==> config.mk <==
export PLATFORM = sky130hd
export DESIGN_NAME = ipv4_rx_header_classifier_top_flat
export DESIGN_NICKNAME = d
export VERILOG_FILES = /design/src/hdl/ihc_pkg.sv /design/src/hdl/ihc_if.sv /design/src/hdl/ihc_classify.sv /design/src/hdl/ipv4_rx_header_classifier_top.sv /design/src/flat_wrapper.sv
export SDC_FILE = /design/constraint.sdc
export NUM_CORES = 1
export LEC_CHECK = 0
export ABC_CLOCK_PERIOD_IN_PS = 11400
export BUFFER_PORTS_ARGS = -buffer_cell sky130_fd_sc_hd__buf_2
export CORE_ASPECT_RATIO = 1.75
export CORE_MARGIN = 2
export CORE_UTILIZATION = 50
export CTS_CLUSTER_SIZE = 8
export DETAILED_ROUTE_END_ITERATION = 6
export PLACE_DENSITY_LB_ADDON = 0.05
export SYNTH_ARGS = -nofsm -noshare
export SYNTH_HDL_FRONTEND = slang
export SYNTH_SLANG_ARGS = --single-unit
export TNS_END_PERCENT = 50
==> constraint.sdc <==
create_clock -name clock -period 11.4 [get_ports clock]
set_input_delay 1.71 -clock clock [delete_from_list [all_inputs] [get_ports clock]]
set_output_delay 1.71 -clock clock [all_outputs]
set_load 0.1 [all_outputs]
==> src/hdl/ihc_pkg.sv <==
package ihc_pkg;

   // Fixed header and protocol limits.
   localparam int unsigned HdrMinBytes = 20;
   localparam logic [15:0] CsumGood    = 16'hFFFF;

   localparam int unsigned CsrIdxW  = 3;
   localparam int unsigned CsrDataW = 32;

   typedef enum logic [CsrIdxW-1:0] {
      CSR_HOST_ADDR      = 3'd0,
      CSR_SUBNET_MASK    = 3'd1,
      CSR_CSUM_OFFLOADED = 3'd2,
      CSR_PROTO_SLOT_A   = 3'd3,
      CSR_PROTO_SLOT_B   = 3'd4
   } ihc_csr_idx_type;

   typedef enum logic [2:0] {
      VERDICT_SHORT      = 3'd0,
      VERDICT_BAD_CSUM   = 3'd1,
      VERDICT_TRUNCATED  = 3'd2,
      VERDICT_TOO_BIG    = 3'd3,
      VERDICT_NOT_OURS   = 3'd4,
      VERDICT_REASSEMBLE = 3'd5,
      VERDICT_DELIVER    = 3'd6,
      VERDICT_NO_PROTO   = 3'd7
   } ihc_verdict_type;

   localparam logic [7:0] ProtoSlotAReset = 8'd6;
   localparam logic [7:0] ProtoSlotBReset = 8'd1;

   typedef struct packed {
      logic [15:0] ver_ihl_tos;
      logic [15:0] total_len;
      logic [15:0] ident;
      logic [15:0] flags_frag;
      logic [15:0] ttl_proto;
      logic [15:0] hdr_csum;
      logic [31:0] src_addr;
      logic [31:0] dst_addr;
      logic [15:0] buffer_len;
      logic        was_reassembled;
   } ihc_req_type;

   typedef struct packed {
      ihc_verdict_type verdict;
      logic            learn_neighbor;
      logic [15:0]     trim_bytes;
      logic [5:0]      header_bytes;
      logic [15:0]     frag_offset_bytes;
   } ihc_rsp_type;

   typedef struct packed {
      logic [31:0] host_addr;
      logic [31:0] subnet_mask;
      logic        csum_offloaded;
      logic [7:0]  proto_slot_a;
      logic [7:0]  proto_slot_b;
   } ihc_cfg_type;

endpackage

==> src/hdl/ihc_if.sv <==
interface ihc_req_if;
   logic        valid;
   logic        ready;
   logic [15:0] ver_ihl_tos;
   logic [15:0] total_len;
   logic [15:0] ident;
   logic [15:0] flags_frag;
   logic [15:0] ttl_proto;
   logic [15:0] hdr_csum;
   logic [31:0] src_addr;
   logic [31:0] dst_addr;
   logic [15:0] buffer_len;
   logic        was_reassembled;

   modport source (output valid, output ver_ihl_tos, output total_len, output ident,
                   output flags_frag, output ttl_proto, output hdr_csum, output src_addr,
                   output dst_addr, output buffer_len, output was_reassembled,
                   input ready);
   modport sink (input valid, input ver_ihl_tos, input total_len, input ident,
                 input flags_frag, input ttl_proto, input hdr_csum, input src_addr,
                 input dst_addr, input buffer_len, input was_reassembled,
                 output ready);
endinterface

interface ihc_rsp_if;
   logic        valid;
   logic        ready;
   logic [2:0]  verdict;
   logic        learn_neighbor;
   logic [15:0] trim_bytes;
   logic [5:0]  header_bytes;
   logic [15:0] frag_offset_bytes;

   modport source (output valid, output verdict, output learn_neighbor,
                   output trim_bytes, output header_bytes, output frag_offset_bytes,
                   input ready);
   modport sink (input valid, input verdict, input learn_neighbor,
                 input trim_bytes, input header_bytes, input frag_offset_bytes,
                 output ready);
endinterface

interface ihc_csr_if;
   logic        valid;
   logic        ready;
   logic [2:0]  index;
   logic [31:0] data;

   modport source (output valid, output index, output data, input ready);
   modport sink (input valid, input index, input data, output ready);
endinterface

==> src/hdl/ihc_classify.sv <==
module ihc_classify import ihc_pkg::*; (
   input  ihc_req_type hdr,
   input  ihc_cfg_type cfg,
   output ihc_rsp_type res
);

   logic [19:0] csum_sum;
   logic [16:0] csum_fold1;
   logic [16:0] csum_fold2;
   logic        csum_ok;
   logic [15:0] offset_bytes;
   logic [16:0] end_bytes;
   logic        frag_mf;
   logic [7:0]  proto;

   // Ones' complement sum of the ten header words, folded twice.
   always_comb begin
      csum_sum = 20'(hdr.ver_ihl_tos) + 20'(hdr.total_len) + 20'(hdr.ident)
               + 20'(hdr.flags_frag) + 20'(hdr.ttl_proto) + 20'(hdr.hdr_csum)
               + 20'(hdr.src_addr[31:16]) + 20'(hdr.src_addr[15:0])
               + 20'(hdr.dst_addr[31:16]) + 20'(hdr.dst_addr[15:0]);
      csum_fold1 = 17'(csum_sum[15:0]) + 17'(csum_sum[19:16]);
      csum_fold2 = 17'(csum_fold1[15:0]) + 17'(csum_fold1[16]);
      csum_ok    = cfg.csum_offloaded || hdr.was_reassembled ||
                   (csum_fold2[15:0] == CsumGood);
   end

   assign offset_bytes = {hdr.flags_frag[12:0], 3'b000};
   assign end_bytes    = 17'(offset_bytes) + 17'(hdr.total_len);
   assign frag_mf      = hdr.flags_frag[13];
   assign proto        = hdr.ttl_proto[7:0];

   always_comb begin
      res.header_bytes      = {hdr.ver_ihl_tos[11:8], 2'b00};
      res.frag_offset_bytes = offset_bytes;
      res.learn_neighbor    = 1'b0;
      res.trim_bytes        = '0;
      if (hdr.buffer_len < 16'(HdrMinBytes)) begin
         res.verdict = VERDICT_SHORT;
      end else if (!csum_ok) begin
         res.verdict = VERDICT_BAD_CSUM;
      end else if (hdr.total_len > hdr.buffer_len) begin
         res.verdict = VERDICT_TRUNCATED;
      end else begin
         res.trim_bytes = hdr.buffer_len - hdr.total_len;
         if (end_bytes[16]) begin
            res.verdict = VERDICT_TOO_BIG;
         end else begin
            res.learn_neighbor = (((hdr.src_addr ^ cfg.host_addr) & cfg.subnet_mask) == '0)
                                 && (hdr.src_addr != cfg.host_addr);
            if (hdr.dst_addr != cfg.host_addr) begin
               res.verdict = VERDICT_NOT_OURS;
            end else if (frag_mf || (offset_bytes != '0)) begin
               res.verdict = VERDICT_REASSEMBLE;
            end else if ((proto == cfg.proto_slot_a) || (proto == cfg.proto_slot_b)) begin
               res.verdict = VERDICT_DELIVER;
            end else begin
               res.verdict = VERDICT_NO_PROTO;
            end
         end
      end
   end

endmodule

==> src/hdl/ipv4_rx_header_classifier_top.sv <==
// Channel  Direction  Carries
// req_ch   in         one decoded IPv4 header, buffer length, reassembled flag
// rsp_ch   out        verdict, neighbor hint, trim count, header and offset bytes
// csr_ch   in         register index and write data
//
// Each header transaction passes an input register and then an output register
// on its way to rsp_ch.
// One header is accepted every cycle while rsp_ch is ready; the rate is set by the single classify
// stage between the two registers, which holds no state across headers.
// A stalled rsp_ch holds its result; one more header can still be taken into
// the input register before req_ch.ready drops.
// Reset is synchronous and active high; it empties both stages and loads the
// register reset values. csr_ch is always ready and takes effect next cycle.
module ipv4_rx_header_classifier_top import ihc_pkg::*; (
   input logic       clock,
   input logic       reset,
   ihc_req_if.sink   req_ch,
   ihc_rsp_if.source rsp_ch,
   ihc_csr_if.sink   csr_ch
);

   ihc_cfg_type cfg_ff;
   ihc_cfg_type cfg_in;

   logic        s1_valid_ff;
   logic        s1_valid_in;
   ihc_req_type s1_data_ff;
   logic        out_valid_ff;
   logic        out_valid_in;
   ihc_rsp_type out_data_ff;
   ihc_rsp_type class_res;
   logic        out_adv;
   logic        s1_adv;

   // Configuration writes: unknown indexes are dropped.
   assign csr_ch.ready = 1'b1;

   always_comb begin
      cfg_in = cfg_ff;
      if (csr_ch.valid) begin
         unique case (ihc_csr_idx_type'(csr_ch.index))
            CSR_HOST_ADDR:      cfg_in.host_addr      = csr_ch.data;
            CSR_SUBNET_MASK:    cfg_in.subnet_mask    = csr_ch.data;
            CSR_CSUM_OFFLOADED: cfg_in.csum_offloaded = csr_ch.data[0];
            CSR_PROTO_SLOT_A:   cfg_in.proto_slot_a   = csr_ch.data[7:0];
            CSR_PROTO_SLOT_B:   cfg_in.proto_slot_b   = csr_ch.data[7:0];
            default:            cfg_in = cfg_ff;
         endcase
      end
   end

   always_ff @(posedge clock) begin
      if (reset) begin
         cfg_ff.host_addr      <= '0;
         cfg_ff.subnet_mask    <= '0;
         cfg_ff.csum_offloaded <= 1'b0;
         cfg_ff.proto_slot_a   <= ProtoSlotAReset;
         cfg_ff.proto_slot_b   <= ProtoSlotBReset;
      end else begin
         cfg_ff <= cfg_in;
      end
   end

   // The output register moves when it is empty or its result is taken; the
   // input register moves when it is empty or can hand its header onward.
   assign out_adv      = !out_valid_ff || rsp_ch.ready;
   assign s1_adv       = !s1_valid_ff || out_adv;
   assign req_ch.ready = s1_adv;

   always_comb begin
      s1_valid_in  = s1_adv ? req_ch.valid : s1_valid_ff;
      out_valid_in = out_adv ? s1_valid_ff : out_valid_ff;
   end

   always_ff @(posedge clock) begin
      if (reset) begin
         s1_valid_ff  <= 1'b0;
         out_valid_ff <= 1'b0;
      end else begin
         s1_valid_ff  <= s1_valid_in;
         out_valid_ff <= out_valid_in;
      end
   end

   always_ff @(posedge clock) begin
      if (s1_adv && req_ch.valid) begin
         s1_data_ff.ver_ihl_tos     <= req_ch.ver_ihl_tos;
         s1_data_ff.total_len       <= req_ch.total_len;
         s1_data_ff.ident           <= req_ch.ident;
         s1_data_ff.flags_frag      <= req_ch.flags_frag;
         s1_data_ff.ttl_proto       <= req_ch.ttl_proto;
         s1_data_ff.hdr_csum        <= req_ch.hdr_csum;
         s1_data_ff.src_addr        <= req_ch.src_addr;
         s1_data_ff.dst_addr        <= req_ch.dst_addr;
         s1_data_ff.buffer_len      <= req_ch.buffer_len;
         s1_data_ff.was_reassembled <= req_ch.was_reassembled;
      end
      if (out_adv && s1_valid_ff) begin
         out_data_ff <= class_res;
      end
   end

   // All checks for one header sit in this single combinational stage.
   ihc_classify u_classify (
      .hdr (s1_data_ff),
      .cfg (cfg_ff),
      .res (class_res)
   );

   assign rsp_ch.valid             = out_valid_ff;
   assign rsp_ch.verdict           = out_data_ff.verdict;
   assign rsp_ch.learn_neighbor    = out_data_ff.learn_neighbor;
   assign rsp_ch.trim_bytes        = out_data_ff.trim_bytes;
   assign rsp_ch.header_bytes      = out_data_ff.header_bytes;
   assign rsp_ch.frag_offset_bytes = out_data_ff.frag_offset_bytes;

endmodule

==> src/flat_wrapper.sv <==
// flat-port wrapper written by rule: the top's interface ports become plain ports
module ipv4_rx_header_classifier_top_flat import ihc_pkg::*;
  (clock, reset, req_ch_valid, req_ch_ver_ihl_tos, req_ch_total_len, req_ch_ident, req_ch_flags_frag, req_ch_ttl_proto, req_ch_hdr_csum, req_ch_src_addr, req_ch_dst_addr, req_ch_buffer_len, req_ch_was_reassembled, req_ch_ready, rsp_ch_valid, rsp_ch_verdict, rsp_ch_learn_neighbor, rsp_ch_trim_bytes, rsp_ch_header_bytes, rsp_ch_frag_offset_bytes, rsp_ch_ready, csr_ch_valid, csr_ch_index, csr_ch_data, csr_ch_ready);
  ihc_req_if req_ch_i ();
  ihc_rsp_if rsp_ch_i ();
  ihc_csr_if csr_ch_i ();
  input logic clock;
  input logic reset;
  input wire logic [$bits(req_ch_i.valid)-1:0] req_ch_valid;
  input wire logic [$bits(req_ch_i.ver_ihl_tos)-1:0] req_ch_ver_ihl_tos;
  input wire logic [$bits(req_ch_i.total_len)-1:0] req_ch_total_len;
  input wire logic [$bits(req_ch_i.ident)-1:0] req_ch_ident;
  input wire logic [$bits(req_ch_i.flags_frag)-1:0] req_ch_flags_frag;
  input wire logic [$bits(req_ch_i.ttl_proto)-1:0] req_ch_ttl_proto;
  input wire logic [$bits(req_ch_i.hdr_csum)-1:0] req_ch_hdr_csum;
  input wire logic [$bits(req_ch_i.src_addr)-1:0] req_ch_src_addr;
  input wire logic [$bits(req_ch_i.dst_addr)-1:0] req_ch_dst_addr;
  input wire logic [$bits(req_ch_i.buffer_len)-1:0] req_ch_buffer_len;
  input wire logic [$bits(req_ch_i.was_reassembled)-1:0] req_ch_was_reassembled;
  output wire logic [$bits(req_ch_i.ready)-1:0] req_ch_ready;
  output wire logic [$bits(rsp_ch_i.valid)-1:0] rsp_ch_valid;
  output wire logic [$bits(rsp_ch_i.verdict)-1:0] rsp_ch_verdict;
  output wire logic [$bits(rsp_ch_i.learn_neighbor)-1:0] rsp_ch_learn_neighbor;
  output wire logic [$bits(rsp_ch_i.trim_bytes)-1:0] rsp_ch_trim_bytes;
  output wire logic [$bits(rsp_ch_i.header_bytes)-1:0] rsp_ch_header_bytes;
  output wire logic [$bits(rsp_ch_i.frag_offset_bytes)-1:0] rsp_ch_frag_offset_bytes;
  input wire logic [$bits(rsp_ch_i.ready)-1:0] rsp_ch_ready;
  input wire logic [$bits(csr_ch_i.valid)-1:0] csr_ch_valid;
  input wire logic [$bits(csr_ch_i.index)-1:0] csr_ch_index;
  input wire logic [$bits(csr_ch_i.data)-1:0] csr_ch_data;
  output wire logic [$bits(csr_ch_i.ready)-1:0] csr_ch_ready;
  assign req_ch_i.valid = req_ch_valid;
  assign req_ch_i.ver_ihl_tos = req_ch_ver_ihl_tos;
  assign req_ch_i.total_len = req_ch_total_len;
  assign req_ch_i.ident = req_ch_ident;
  assign req_ch_i.flags_frag = req_ch_flags_frag;
  assign req_ch_i.ttl_proto = req_ch_ttl_proto;
  assign req_ch_i.hdr_csum = req_ch_hdr_csum;
  assign req_ch_i.src_addr = req_ch_src_addr;
  assign req_ch_i.dst_addr = req_ch_dst_addr;
  assign req_ch_i.buffer_len = req_ch_buffer_len;
  assign req_ch_i.was_reassembled = req_ch_was_reassembled;
  assign req_ch_ready = req_ch_i.ready;
  assign rsp_ch_valid = rsp_ch_i.valid;
  assign rsp_ch_verdict = rsp_ch_i.verdict;
  assign rsp_ch_learn_neighbor = rsp_ch_i.learn_neighbor;
  assign rsp_ch_trim_bytes = rsp_ch_i.trim_bytes;
  assign rsp_ch_header_bytes = rsp_ch_i.header_bytes;
  assign rsp_ch_frag_offset_bytes = rsp_ch_i.frag_offset_bytes;
  assign rsp_ch_i.ready = rsp_ch_ready;
  assign csr_ch_i.valid = csr_ch_valid;
  assign csr_ch_i.index = csr_ch_index;
  assign csr_ch_i.data = csr_ch_data;
  assign csr_ch_ready = csr_ch_i.ready;
  ipv4_rx_header_classifier_top u_core (.clock(clock), .reset(reset), .req_ch(req_ch_i), .rsp_ch(rsp_ch_i), .csr_ch(csr_ch_i));
endmodule
# Word level (Yosys, flattened, before mapping)
# Index checks and enable logic that the tools add are counted.
# W data, S select, Z words.
[totals]
ff_bits = 297
latchBits = 0
ramBits = 0
mem_bits_ro = 0
in_bits = 217
n_memories = 0
[op_classes]
add_sub_neg = 13
multipliers = 0
n_div = 0
n_lt_le_gt_ge = 2
n_eq_ne = 9
shift = 0
mux = 6
bitwise = 3
reduce_logical = 22
[op_table]
columns = ["cell", "count"]
rows = [
  ["$add A20 B16 Y20", 8],
  ["$ne A32 B32 Y1", 2],
  ["$add A16 B16 Y17", 2],
  ["$and A32 B32 Y32", 1],
  ["$logic_not A32 Y1", 1],
  ["$xor A32 B32 Y32", 1],
  ["$add A16 B4 Y17", 1],
  ["$add A16 B1 Y16", 1],
  ["$eq A16 B16 Y1 const B", 1],
  ["$eq A8 B8 Y1", 2],
  ["$gt A16 B16 Y1", 1],
  ["$lt A16 B5 Y1 const B", 1],
  ["$reduce_bool A16 Y1", 1],
  ["$sub A16 B16 Y16", 1],
  ["$reduce_and A2 Y1", 5],
  ["$eq A3 B2 Y1 const B", 2],
  ["$logic_or A1 B1 Y1", 6],
  ["$mux W3", 2],
  ["$mux W2", 2],
  ["$reduce_or A4 Y1", 1],
  ["$eq A3 B1 Y1 const B", 1],
  ["$eq A3 B3 Y1 const B", 1],
  ["$logic_and A1 B1 Y1", 3],
  ["$logic_not A3 Y1", 1],
  ["other kinds (5)", 7],
]

# Depth between registers and ports, before layout
# Gate-level depths: netlist of run 1.
[depth]
depth_word = 15
mapped_depth = 44

# Hierarchy
# A second synthesis of run 1 with hierarchy kept.
[hier_totals]
hier_cells = 1367
area_unflattened_um2 = 17187.7
[by_module_without_submodules]
columns = ["mod", "instances", "cells_each", "area_each_um2", "seq_area_each_um2"]
rows = [
  ["ipv4_rx_header_classifier_top", 1, 539, 10007.1, 8237.9],
  ["ihc_classify", 1, 828, 7180.6, 0.0],
]

# Worst setup path after synthesis of run 1
# OpenSTA, ideal clock, no wires.
[synth_timing]
path_kind = "reg2reg"
from = "register u_core.s1_data_ff[145] (netlist bit)"
to = "register u_core.out_data_ff (netlist bit u_core.rsp_ch.verdict[0]), data pin"
t_arrival_ns = 9.488
path_slack_ns = 1.657
stages_incl_launch_ff = 45
n_path_buf = 1
cell_sequence = "edfxtp_1 -> ha_1 -> inv_1 -> fa_1 -> nor2b_1 -> o21ai_0 -> a21boi_0 -> o211ai_1 -> a21oi_1 -> nor3_1 -> or3_1 -> xnor2_1 -> fa_1 -> inv_1 -> fa_1 -> fa_1 -> fa_1 -> inv_1 -> [9 not listed] -> inv_1 -> fa_1 -> nand2b_1 -> o2bb2ai_1 -> nor2_1 -> and3_1 -> and4bb_1 -> nor4b_1 -> ha_1 -> ha_1 -> xnor2_1 -> nand4_1 -> nor4b_1 -> nand3_1 -> a2111oi_2 -> a311oi_2 -> buf_6 -> o21a_1"
[synth_between]
elab_chain_cells = 14
[synth_rtl]
columns = ["item", "line_no", "source"]
rows = [
  ["start, declared", "ipv4_rx_header_classifier_top.sv:27", "ihc_req_type s1_data_ff;"],
  ["$add A16 B16 Y17", "ihc_classify.sv:18", "csum_sum = 20'(hdr.ver_ihl_tos) + 20'(hdr.total_len) + 20'(hdr.ident)"],
  ["$add A20 B16 Y20", "ihc_classify.sv:18", ""],
  ["$add A20 B16 Y20 (3 in a row)", "ihc_classify.sv:19", "+ 20'(hdr.flags_frag) + 20'(hdr.ttl_proto) + 20'(hdr.hdr_csum)"],
  ["$add A20 B16 Y20 (2 in a row)", "ihc_classify.sv:20", "+ 20'(hdr.src_addr[31:16]) + 20'(hdr.src_addr[15:0])"],
  ["$add A20 B16 Y20 (2 in a row)", "ihc_classify.sv:21", "+ 20'(hdr.dst_addr[31:16]) + 20'(hdr.dst_addr[15:0]);"],
  ["$add A16 B4 Y17", "ihc_classify.sv:22", "csum_fold1 = 17'(csum_sum[15:0]) + 17'(csum_sum[19:16]);"],
  ["$add A16 B1 Y16", "ihc_classify.sv:23", "csum_fold2 = 17'(csum_fold1[15:0]) + 17'(csum_fold1[16]);"],
  ["$eq A16 B16 Y1", "ihc_classify.sv:25", "(csum_fold2[15:0] == CsumGood);"],
  ["$logic_or A1 B1 Y1", "ihc_classify.sv:24", "csum_ok = cfg.csum_offloaded || hdr.was_reassembled ||"],
  ["$mux W1 *", "ihc_classify.sv:40", "end else if (!csum_ok) begin"],
  ["end signal, assigned", "ipv4_rx_header_classifier_top.sv:99", "out_data_ff <= class_res;"],
  ["end, declared", "ipv4_rx_header_classifier_top.sv:30", "ihc_rsp_type out_data_ff;"],
]
# Every way passes the cells marked *; elsewhere a longest branch is shown, timed or not.
# A chain may end at the register's enable or synchronous reset.

# Worst setup path after layout of run 1
[layout_timing]
from = "register u_core.s1_data_ff[145] (netlist bit)"
to = "register u_core.out_data_ff (netlist bit u_core.rsp_ch.trim_bytes[8]), data pin"
[layout_between]
elab_chain_cells = 15
[layout_rtl]
columns = ["item", "line_no"]
rows = [
  ["$add A16 B16 Y17", "ihc_classify.sv:18"],
  ["$add A20 B16 Y20", "ihc_classify.sv:18"],
  ["$add A20 B16 Y20 (3 in a row)", "ihc_classify.sv:19"],
  ["$add A20 B16 Y20 (2 in a row)", "ihc_classify.sv:20"],
  ["$add A20 B16 Y20 (2 in a row)", "ihc_classify.sv:21"],
  ["$add A16 B4 Y17", "ihc_classify.sv:22"],
  ["$add A16 B1 Y16", "ihc_classify.sv:23"],
  ["$eq A16 B16 Y1", "ihc_classify.sv:25"],
  ["$logic_or A1 B1 Y1", "ihc_classify.sv:24"],
  ["$not A1 Y1 (no line)", "n/a"],
  ["$reduce_or A3 Y1 (no line)", "n/a"],
]
# Parallel ways exist; a longest one is shown, timed or not.

==> results.cfg, run 1 <==
[outcome]
status = finished clean

[place]
place_ws_ns = 0.2950
place_hpwl_mm = 35.40
place_inst = 2022
gp_congestion = 0.9270
io_buffers = 255

[finish]
final_cell_count_no_fill = 2099
diodes = 0
fin_nets = 2069
final_util = 0.5989
drive_above_1_share = 0.1972
areaGrowthSynthToFinish_pct = 18.36

[die]
die_area_um2 = 34010
ioPinCount = 262
die_w_um = 140.3
num_rows = 87
core_um2 = 32110
start_util = 0.5060
die_h_um = 242.5

[drt]
via_per_inst = 5.360
drt-total-wl_mm = 43.99
wire_per_inst_um = 20.96
vias = 11250
firstDrtPassIters = 5
initialDrtViolationCount = 502
remaining_drc_errors = 0
ant_nets = 0

[worst_setup_path]
crit_path_start_kind = register
crit_buf_inv = 6
worst-setup-path-type = reg -> reg
critPathRequiredTime_ns = 11.78
critPathTopFamily = adder cells
slowest_delay_ns = 0.54
cp_common_cell = fa_1
cp_max_fo = 11
slowest_stage = fa_1
r2r_start = u_core.s1_data_ff[145]
end_kind = register
worstPathArrival_ns = 11.20
crit_start = u_core.s1_data_ff[145]

[yosys]
synth_top_family_by_area = adder cells
ys_types = 68
synth_flop_cell = edfxtp_1
mappedNetlistArea_um2 = 16250
synth_edf_count = 214
synth_area_leaders = edfxtp_1 40%, fa_1 14%, dfxtp_1 10%
syn-instance-count = 1390
synth_largest_area_cell = edfxtp_1
synth_top_area_frac = 0.3955
synth_warnings = 0
synth_fa_ha_area_frac = 0.1951
ys_ff_latch = 297
async_flop_share = 0
synthSimpleGateAreaFrac = 0.1079
synth-seq-area-share = 0.4977
synth-xor-area-share = 0.06568
synth_compound_area_frac = 0.08693
muxShareOfSynthArea = 0.0006160
syn_avg_cell_area_um2 = 11.69

[clocking]
cts_root_buffer = clkbuf_16
cts_tree = yes
post_cts_buffers = 0
numCtsBuffers = 43
cts.clk_slew.worst_paths_ns = 0.05
htreeDepth = 2
holdBufCountCts = 0
clk_latency_ns = 0.55
cts_resized = 0
cts.path.max_buffers = 3
clock_sink_count = 297

[timing]
final_max_slew_viol_count = 0
setup_violations = 0
period_share = 0.9493
skew_ns = 0.02534
hold_viol = 0
clock.fmax_ghz = 0.09240
relSlewSlack = 0.2767
worst_slew_pin_slew_ns = 1.083
tns_ns = 0
post-route-min-period_ns = 10.82
setup_slack_ns = 0.5780

[power_and_ir_drop]
peakVddDrop_uv = 208.7
p_per_area_nw_per_um2 = 314.4
p_total_mw = 6.047
leakage_nw = 8.019

[global_routing]
antenna_found_initial = 0
overflow = 0
grt_pass1_wl_mm = 66.09
grt_pass1_vias = 11900
track_usage = 0.2605
grt_max_degree = 84

[worst_hold_path]
min_path_type = reg -> reg
worstHoldStart = u_core.cfg_ff[25]

[flow_run]
cap_violations = 0
## final cells by class
type                    instances  area (um2)
fillers                      2747       12880
flip-flops and latches        297        8088
multi-input cells             908        7475
repair buffers                263        1336
clock buffers                  74        1224
inverters                     154       578.1
well taps                     400       500.5
clock inverters                 3       31.28
## sequential cells by signal (all words and copies together) (netlist names)
signal and cells:
u_core.rsp_ch.valid 1, u_core.cfg_ff 81, u_core.s1_data_ff 177, u_core.rsp_ch.header_bytes 4, u_core.s1_valid_ff 1, u_core.rsp_ch.trim_bytes 16
u_core.rsp_ch.frag_offset_bytes 13, u_core.rsp_ch.learn_neighbor 1, u_core.rsp_ch.verdict 3
## synth_stat cells (all sizes together), types with 6 or more instances
library cell / count
nor3: 12
xor2: 63
or3: 9
a21oi: 108
nor2b: 8
nand4: 22
nand2: 192
edfxtp: 214
buf: 8
nor2: 47
o21ai: 24
fa: 114
nand3: 25
o21bai: 6
dfxtp: 83
o21a: 14
a31oi: 6
inv: 154
nor4: 21
nand3b: 6
a21o: 13
a22oi: 9
clkbuf: 27
a221oi: 6
and3: 7
xnor2: 58
ha: 71
## kinds of logic after synthesis
group / count (synthesis)
buffers and inverters: 189
and+or+nand+nor: 371
muxes: 1
AOI/OAI and AO/OA: 224
DFF: 297
xor gates and xnor gates: 121
adders and majority gates: 185
other: 2
## per-stage QoR
step | hold slack [ns] | area (um2)
final | 0.4551 | 19230
after global routing | 0.4780 | 19230
after CTS | 0.4536 | 19210
after detailed placement | 0.4466 | 17950
after global placement | 0.4414 | 17950
after floorplan | 0.4334 | 16260
## routing by layer
layer / wire length, um / share of wire / global-route usage
met1: 15310 / 0.35 / 0.2797
met2: 24070 / 0.55 / 0.4925
met3: 1941 / 0.044 / 0.03103
met4: 2658 / 0.060 / 0.1376
met5: 0 / 0 / 0
## path summary, 6_finish.rpt
kind / to / slack (ns) / depth (start not counted)
hold reg to reg: u_core.cfg_ff[25] / 0.46 / 2
setup reg to reg: u_core.rsp_ch.trim_bytes[8] / 0.58 / 44
setup / recovery: u_core.rsp_ch.trim_bytes[8] / 0.58 / 44
hold / removal: u_core.cfg_ff[25] / 0.46 / 2
## where the power goes
part	leakage, nW	switching, mW	internal [mW]
Combinational	4.67	2.19	1.41
Sequential	2.75	0.0472	1.22
Clock	0.600	0.458	0.723
Total	8.02	2.69	3.36
## worst reg2reg max path, delay by kind of cell (launching register included)
kind	cells	cell delay, ns
and+or+nand+nor	13	2.58
adders and majority gates	10	3.86
buffers and inverters	6	0.57
xor gates and xnor gates	3	0.47
AOI/OAI and AO/OA	12	2.83
DFF	1	0.35
## placed cells by master, fill, tap and decap left out, types with 7 or more instances in the layout
cell type  instances
o21a_1            14
edfxtp_1         214
ha_1              71
a21oi_1          108
nor4_1            19
nor2_1            45
dfxtp_1           83
clkbuf_16         44
or3_1              9
and3_1             7
buf_4              8
nand3_1           25
nand4_1           22
fa_1             114
xor2_1            63
a22oi_1            9
nor2b_1            7
a21o_1            13
buf_2            255
nor3_1            10
o21ai_0           22
inv_1            154
nand2_1          191
xnor2_1           57
clkbuf_1          29
Note: power is estimated with default switching activity, not from simulation.
==> inputs of run 2 (changes only) <==
--- a/config.mk
+++ b/config.mk
@@ -10,9 +10,12 @@
 export CORE_ASPECT_RATIO = 1.75
 export CORE_MARGIN = 2
 export CORE_UTILIZATION = 50
+export CTS_BUF_LIST = sky130_fd_sc_hd__clkbuf_2 sky130_fd_sc_hd__clkbuf_4 sky130_fd_sc_hd__clkbuf_8
 export CTS_CLUSTER_SIZE = 8
 export DETAILED_ROUTE_END_ITERATION = 6
+export GPL_ROUTABILITY_DRIVEN = 0
 export PLACE_DENSITY_LB_ADDON = 0.05
+export SLEW_MARGIN = 0
 export SYNTH_ARGS = -nofsm -noshare
 export SYNTH_HDL_FRONTEND = slang
 export SYNTH_SLANG_ARGS = --single-unit
==> run 2 against run 1 <==
Against the previous run: cell count rose by 0.24%; setup slack improved by 0.11 ns; non-clock buffer count unchanged; routed wire length hardly changed; via count rose by 0.38%; sequential power about the same; flip-flop and latch count is the same; clock power decreased by 25%; first-iteration DRC count fell by 1.2%; sequential share of layout area increased by 0.78 points; register-to-register slack improved by 0.11 ns; largest cell class unchanged.
==> results.cfg, run 2 (synthesis results as in run 1) <==
[flow_run]
cap_violations = 0

[worst_setup_path]
end_kind = register
slowest_stage = fa_1
worstPathArrival_ns = 11.14
worst-path-stages = 44
crit_buf_inv = 6
cp_max_fo = 11
critPathTopFamily = adder cells
crit_start = u_core.s1_data_ff[145]
worst-setup-path-type = reg -> reg
cp_common_cell = fa_1
slowest_delay_ns = 0.54
r2r_cells = 44
critPathRequiredTime_ns = 11.84
r2r_start = u_core.s1_data_ff[145]
crit_path_start_kind = register

[global_routing]
track_usage = 0.2601
antenna_found_initial = 1
grt_pass1_wl_mm = 65.87
grt_pass1_vias = 11730
grt_util_met3 = 0.03163
use_met2 = 0.4875
overflow = 0
use_met1 = 0.2842
grt_max_degree = 84
top_usage_layer = met2

[finish]
max_flop_register = u_core.s1_data_ff
fin_nets = 2072
drive_above_1_share = 0.2137
areaGrowthSynthToFinish_pct = 16.19
layout_common_cells = 255 x buf_2, 214 x edfxtp_1, 191 x nand2_1, 154 x inv_1, 114 x fa_1
largest_reg_flops = 177
mostFrequentLayoutCell = buf_2

[clocking]
clk_latency_ns = 0.61
cts.path.max_buffers = 3
clock_sink_count = 297
cts.clk_slew.worst_paths_ns = 0.06
cts_tree = yes
post_cts_buffers = 0
numCtsBuffers = 46
cts_root_buffer = clkbuf_8
htreeDepth = 2

[die]
start_util = 0.5060
die_area_um2 = 34010
num_rows = 87
die_h_um = 242.5
ioPinCount = 262
die_w_um = 140.3
core_um2 = 32110

[drt]
drt-total-wl_mm = 43.94
firstDrtPassIters = 6
initialDrtViolationCount = 496
vias = 11290
ant_nets = 0
wire_per_inst_um = 20.89
remaining_drc_errors = 0
via_per_inst = 5.367

[timing]
post-route-min-period_ns = 10.71
clock.fmax_ghz = 0.09338
period_share = 0.9394
final_max_slew_viol_count = 0
setup_violations = 0
rsz0062_at_grt = false
hold_viol = 0
skew_ns = 0.03152
tns_ns = 0
worst_slew_pin_slew_ns = 1.067
setup_slack_ns = 0.6912
relSlewSlack = 0.2868

[worst_hold_path]
min_path_cells = 2
worstHoldStart = u_core.cfg_ff[20]
min_path_type = reg -> reg

[power_and_ir_drop]
peakVddDrop_uv = 200.9
p_per_area_nw_per_um2 = 307.2
leakage_nw = 7.908

[place]
place_ws_ns = 0.5029
place_hpwl_mm = 35.14
io_buffers = 255

[outcome]
status = finished clean
==> run 2: cell count changes in the layout (fill, tap and decap cells not counted), sizes merged <==
cell,before,now
diode,0,1
clkbuf,74,72
clkinv,1,7
==> run 2: report_power, final <==
group | internal [mW] | switching (mW) | leakage [nW] | total, mW
sequential | 1.22 | 0.0473 | 2.75 | 1.27
clock | 0.470 | 0.419 | 0.486 | 0.889
combinational | 1.42 | 2.23 | 4.68 | 3.65
total | 3.11 | 2.69 | 7.91 | 5.80
==> run 2: what timing repair did <==
item                                    4_1_cts  5_1_grt
resized for setup                             0        5
endpoints found under the setup margin        0       20
hold endpoints to repair                      0        0
hold buffers                                  0        0
==> run 2: layout make-up <==
cell class	instances	area (um2)
Clock buffer	72	840.8
Tap cell	400	500.5
Fill cell	2730	13230
Sequential cell	297	8088
Antenna cell	1	2.502
Inverter	154	578.1
Multi-Input combinational cell	908	7476
Timing Repair Buffer	263	1336
Clock inverter	9	58.81
==> run 2: routing by layer <==
metal  vias to the layer above  wire [um]
met5                         -          0
met4                         0       2544
met3                       106       1887
met2                       339      23930
met1                      5508      15580
li1                       5340          -
==> run 2: metrics by stage <==
stage               instances  cell area [um2]  power [mW]  hold slack (ns)  utilization
floorplan                1394            16260       3.985           0.4334            -
global placement         2022            17950       4.786           0.4426       0.5590
detailed placement       2022            17950       4.867           0.4448       0.5590
CTS                      2103            18850       5.778           0.4562       0.5870
global route             2104            18880       6.258           0.4815       0.5880
finish                   2104            18880       5.800           0.4580       0.5880
==> run 2: worst min-delay path: stages (launching register included) <==
cell	delay, ns
dfxtp_1	0.31
nand2_1	0.05
a21oi_1	0.05
==> run 2: worst paths after layout <==
path,to,slack [ns]
max,u_core.rsp_ch.trim_bytes[8],0.69
min,u_core.cfg_ff[20],0.46
max reg2reg,u_core.rsp_ch.trim_bytes[8],0.69
min reg2reg,u_core.cfg_ff[20],0.46
==> inputs of run 3 (changes only) <==
--- a/config.mk
+++ b/config.mk
@@ -5,6 +5,7 @@
 export SDC_FILE = /design/constraint.sdc
 export NUM_CORES = 1
 export LEC_CHECK = 0
+export ABC_AREA = 1
 export ABC_CLOCK_PERIOD_IN_PS = 11400
 export BUFFER_PORTS_ARGS = -buffer_cell sky130_fd_sc_hd__buf_2
 export CORE_ASPECT_RATIO = 1.75
@@ -15,7 +16,6 @@
 export DETAILED_ROUTE_END_ITERATION = 6
 export GPL_ROUTABILITY_DRIVEN = 0
 export PLACE_DENSITY_LB_ADDON = 0.05
-export SLEW_MARGIN = 0
 export SYNTH_ARGS = -nofsm -noshare
 export SYNTH_HDL_FRONTEND = slang
 export SYNTH_SLANG_ARGS = --single-unit
==> run 3 against run 2 <==
Against the previous run: register-to-register slack improved by 0.89 ns; critical path depth increased by 8; first-iteration DRC count decreased by 11%; power increased by 9.2%; clock skew increased by 0.012 ns; routed wire length increased by 0.31%; worst hold slack got worse by 0.0026 ns; count of clock-buffer cells in the layout decreased by 4.
==> results.cfg, run 3 <==
[flow_run]
cap_violations = 0

[worst_setup_path]
crit_path_start_kind = register
slowest_stage = fa_1
end_kind = register
worstPathArrival_ns = 10.12
slowest_delay_ns = 0.56
worst-setup-path-type = reg -> reg
cp_max_fo = 16
critPathRequiredTime_ns = 11.71

[timing]
hold_viol = 0
worst_slew_pin_slew_ns = 1.052
tns_ns = 0
clock.fmax_ghz = 0.1019
post-route-min-period_ns = 9.814
rsz0062_at_grt = false
relSlewSlack = 0.2988
final_max_slew_viol_count = 0
period_share = 0.8609
skew_ns = 0.04392
whs_ns = 0.4554
setup_violations = 0

[finish]
fin_nets = 2255
mostFrequentLayoutCell = inv_1
drive_above_1_share = 0.2088
diodes = 0
largest_reg_flops = 177
max_flop_register = u_core.s1_data_ff
areaGrowthSynthToFinish_pct = 15.59
final_cell_count_no_fill = 2287
layout_common_cells = 281 x inv_1, 255 x buf_2, 214 x edfxtp_1, 190 x nand2_1, 114 x fa_1

[yosys]
synth_top_family_by_area = adder cells
synth_top_area_frac = 0.3840
synth_edf_count = 214
synth_warnings = 0
synth_largest_area_cell = edfxtp_1
synthSimpleGateAreaFrac = 0.1254
synth_fa_ha_area_frac = 0.1895
synth_compound_area_frac = 0.08179
synth-xor-area-share = 0.04710
syn-instance-count = 1570
async_flop_share = 0
ys_types = 49
synth_area_leaders = edfxtp_1 38%, fa_1 14%, dfxtp_1 9.9%
ys_ff_latch = 297
mappedNetlistArea_um2 = 16730
synth-seq-area-share = 0.4833
synth.top_cells.by_count = 282 x inv_1, 214 x edfxtp_1, 190 x nand2_1
synth_flop_cell = edfxtp_1
syn_avg_cell_area_um2 = 10.66
muxShareOfSynthArea = 0
synth_most_common_cell = inv_1

[clocking]
clock_sink_count = 297
holdBufCountCts = 0
cts_root_buffer = clkbuf_8
cts_resized = 0
clk_latency_ns = 0.61
cts.path.max_buffers = 3
cts.clk_slew.worst_paths_ns = 0.06
post_cts_buffers = 0
numCtsBuffers = 46
htreeDepth = 2
cts_tree = yes

[die]
die_area_um2 = 35010
die_w_um = 142.3
start_util = 0.5083
ioPinCount = 262
die_h_um = 246.0
num_rows = 88
core_um2 = 32920

[power_and_ir_drop]
switching_share = 0.5100
leakage_nw = 8.507
p_int_mw = 3.103
seq_power_share = 0.201
clkPwrFrac = 0.140
peakVddDrop_uv = 239.9
power.switching_mw = 3.230
p_per_area_nw_per_um2 = 327.4
p_comb_frac = 0.659

[drt]
via_per_inst = 5.202
initialDrtViolationCount = 439
remaining_drc_errors = 0
drt-total-wl_mm = 44.08
wire_per_inst_um = 19.27
ant_nets = 0
vias = 11900
firstDrtPassIters = 5

[global_routing]
antenna_found_initial = 1
grt_max_degree = 110
track_usage = 0.2583
overflow = 0
grt_pass1_vias = 12380
grt_pass1_wl_mm = 66.84

[worst_hold_path]
min_path_type = reg -> reg

[place]
place_inst = 2210
io_buffers = 255
place_hpwl_mm = 35.75

[outcome]
status = finished clean
## run 3: cell count changes after synthesis, sizes merged, moves of 8 or more
| cell | previous run | this run |
|---|---|---|
| nor2b | 8 | 0 |
| or3 | 9 | 0 |
| nand3 | 25 | 62 |
| inv | 154 | 283 |
| o21ai | 24 | 98 |
| o21a | 14 | 1 |
| a22oi | 9 | 0 |
| nor2 | 47 | 101 |
| nand2 | 192 | 203 |
| xor2 | 63 | 34 |
| a21o | 13 | 2 |
## run 3: power by group through the flow
stage               logic, mW  clock network, mW  registers, mW
floorplan                3.17                  0           1.33
global placement         4.10                  0           1.29
detailed placement       4.17                  0           1.29
CTS                      4.18              0.908           1.27
global route             4.75              0.944           1.28
finish                   4.18              0.885           1.27
## run 3: cells by family (layout without fill, tap and decap cells)
group	Yosys count	in the layout
flops	297	297
fa+ha+maj	185	185
compound gates	249	249
buf+inv	313	621
other cells	2	6
xor+xnor	90	90
simple gates	434	434
## run 3: layout make-up
class | instances | area [um2]
repair buffers | 260 | 1314
well taps | 405 | 506.7
inverters | 284 | 1071
clock inverters | 9 | 80.08
multi-input cells | 964 | 7480
clock buffers | 68 | 804.5
flip-flops and latches | 297 | 8088
fillers | 2919 | 13580
## run 3: metal layers
layer	vias up	wire (um)	GRT usage
li1	5756	-	-
met1	5708	15780	0.2763
met2	329	24150	0.4901
met3	102	1805	0.03537
met4	2	2326	0.1281
met5	-	13	0
## run 3: stage by stage
| step | total power [mW] | setup slack [ns] | util | instance area [um2] |
|---|---|---|---|---|
| floorplan | 4.499 | 2.807 | - | 16750 |
| global placement | 5.398 | 1.782 | 0.5607 | 18460 |
| detailed placement | 5.462 | 1.561 | 0.5607 | 18460 |
| CTS | 6.365 | 1.530 | 0.5876 | 19340 |
| global route | 6.968 | 0.6077 | 0.5876 | 19340 |
| finish | 6.334 | 1.586 | 0.5876 | 19340 |
## run 3: critical path: cells and delay by family (launching register included)
kind            cells  cell delay (ns)
flops               1             0.40
compound gates      8             1.75
simple gates       28             3.19
buf+inv             5             0.29
xor+xnor            2             0.35
fa+ha+maj           9             3.58
## run 3: final timing paths
path	start	endpoint	slack, ns	depth (start not counted)
setup / recovery	u_core.s1_data_ff[147]	u_core.rsp_ch.trim_bytes[3]	1.59	52
setup reg to reg	u_core.s1_data_ff[147]	u_core.rsp_ch.trim_bytes[3]	1.59	52
hold reg to reg	u_core.cfg_ff[20]	u_core.cfg_ff[20]	0.46	2
hold / removal	u_core.cfg_ff[20]	u_core.cfg_ff[20]	0.46	2
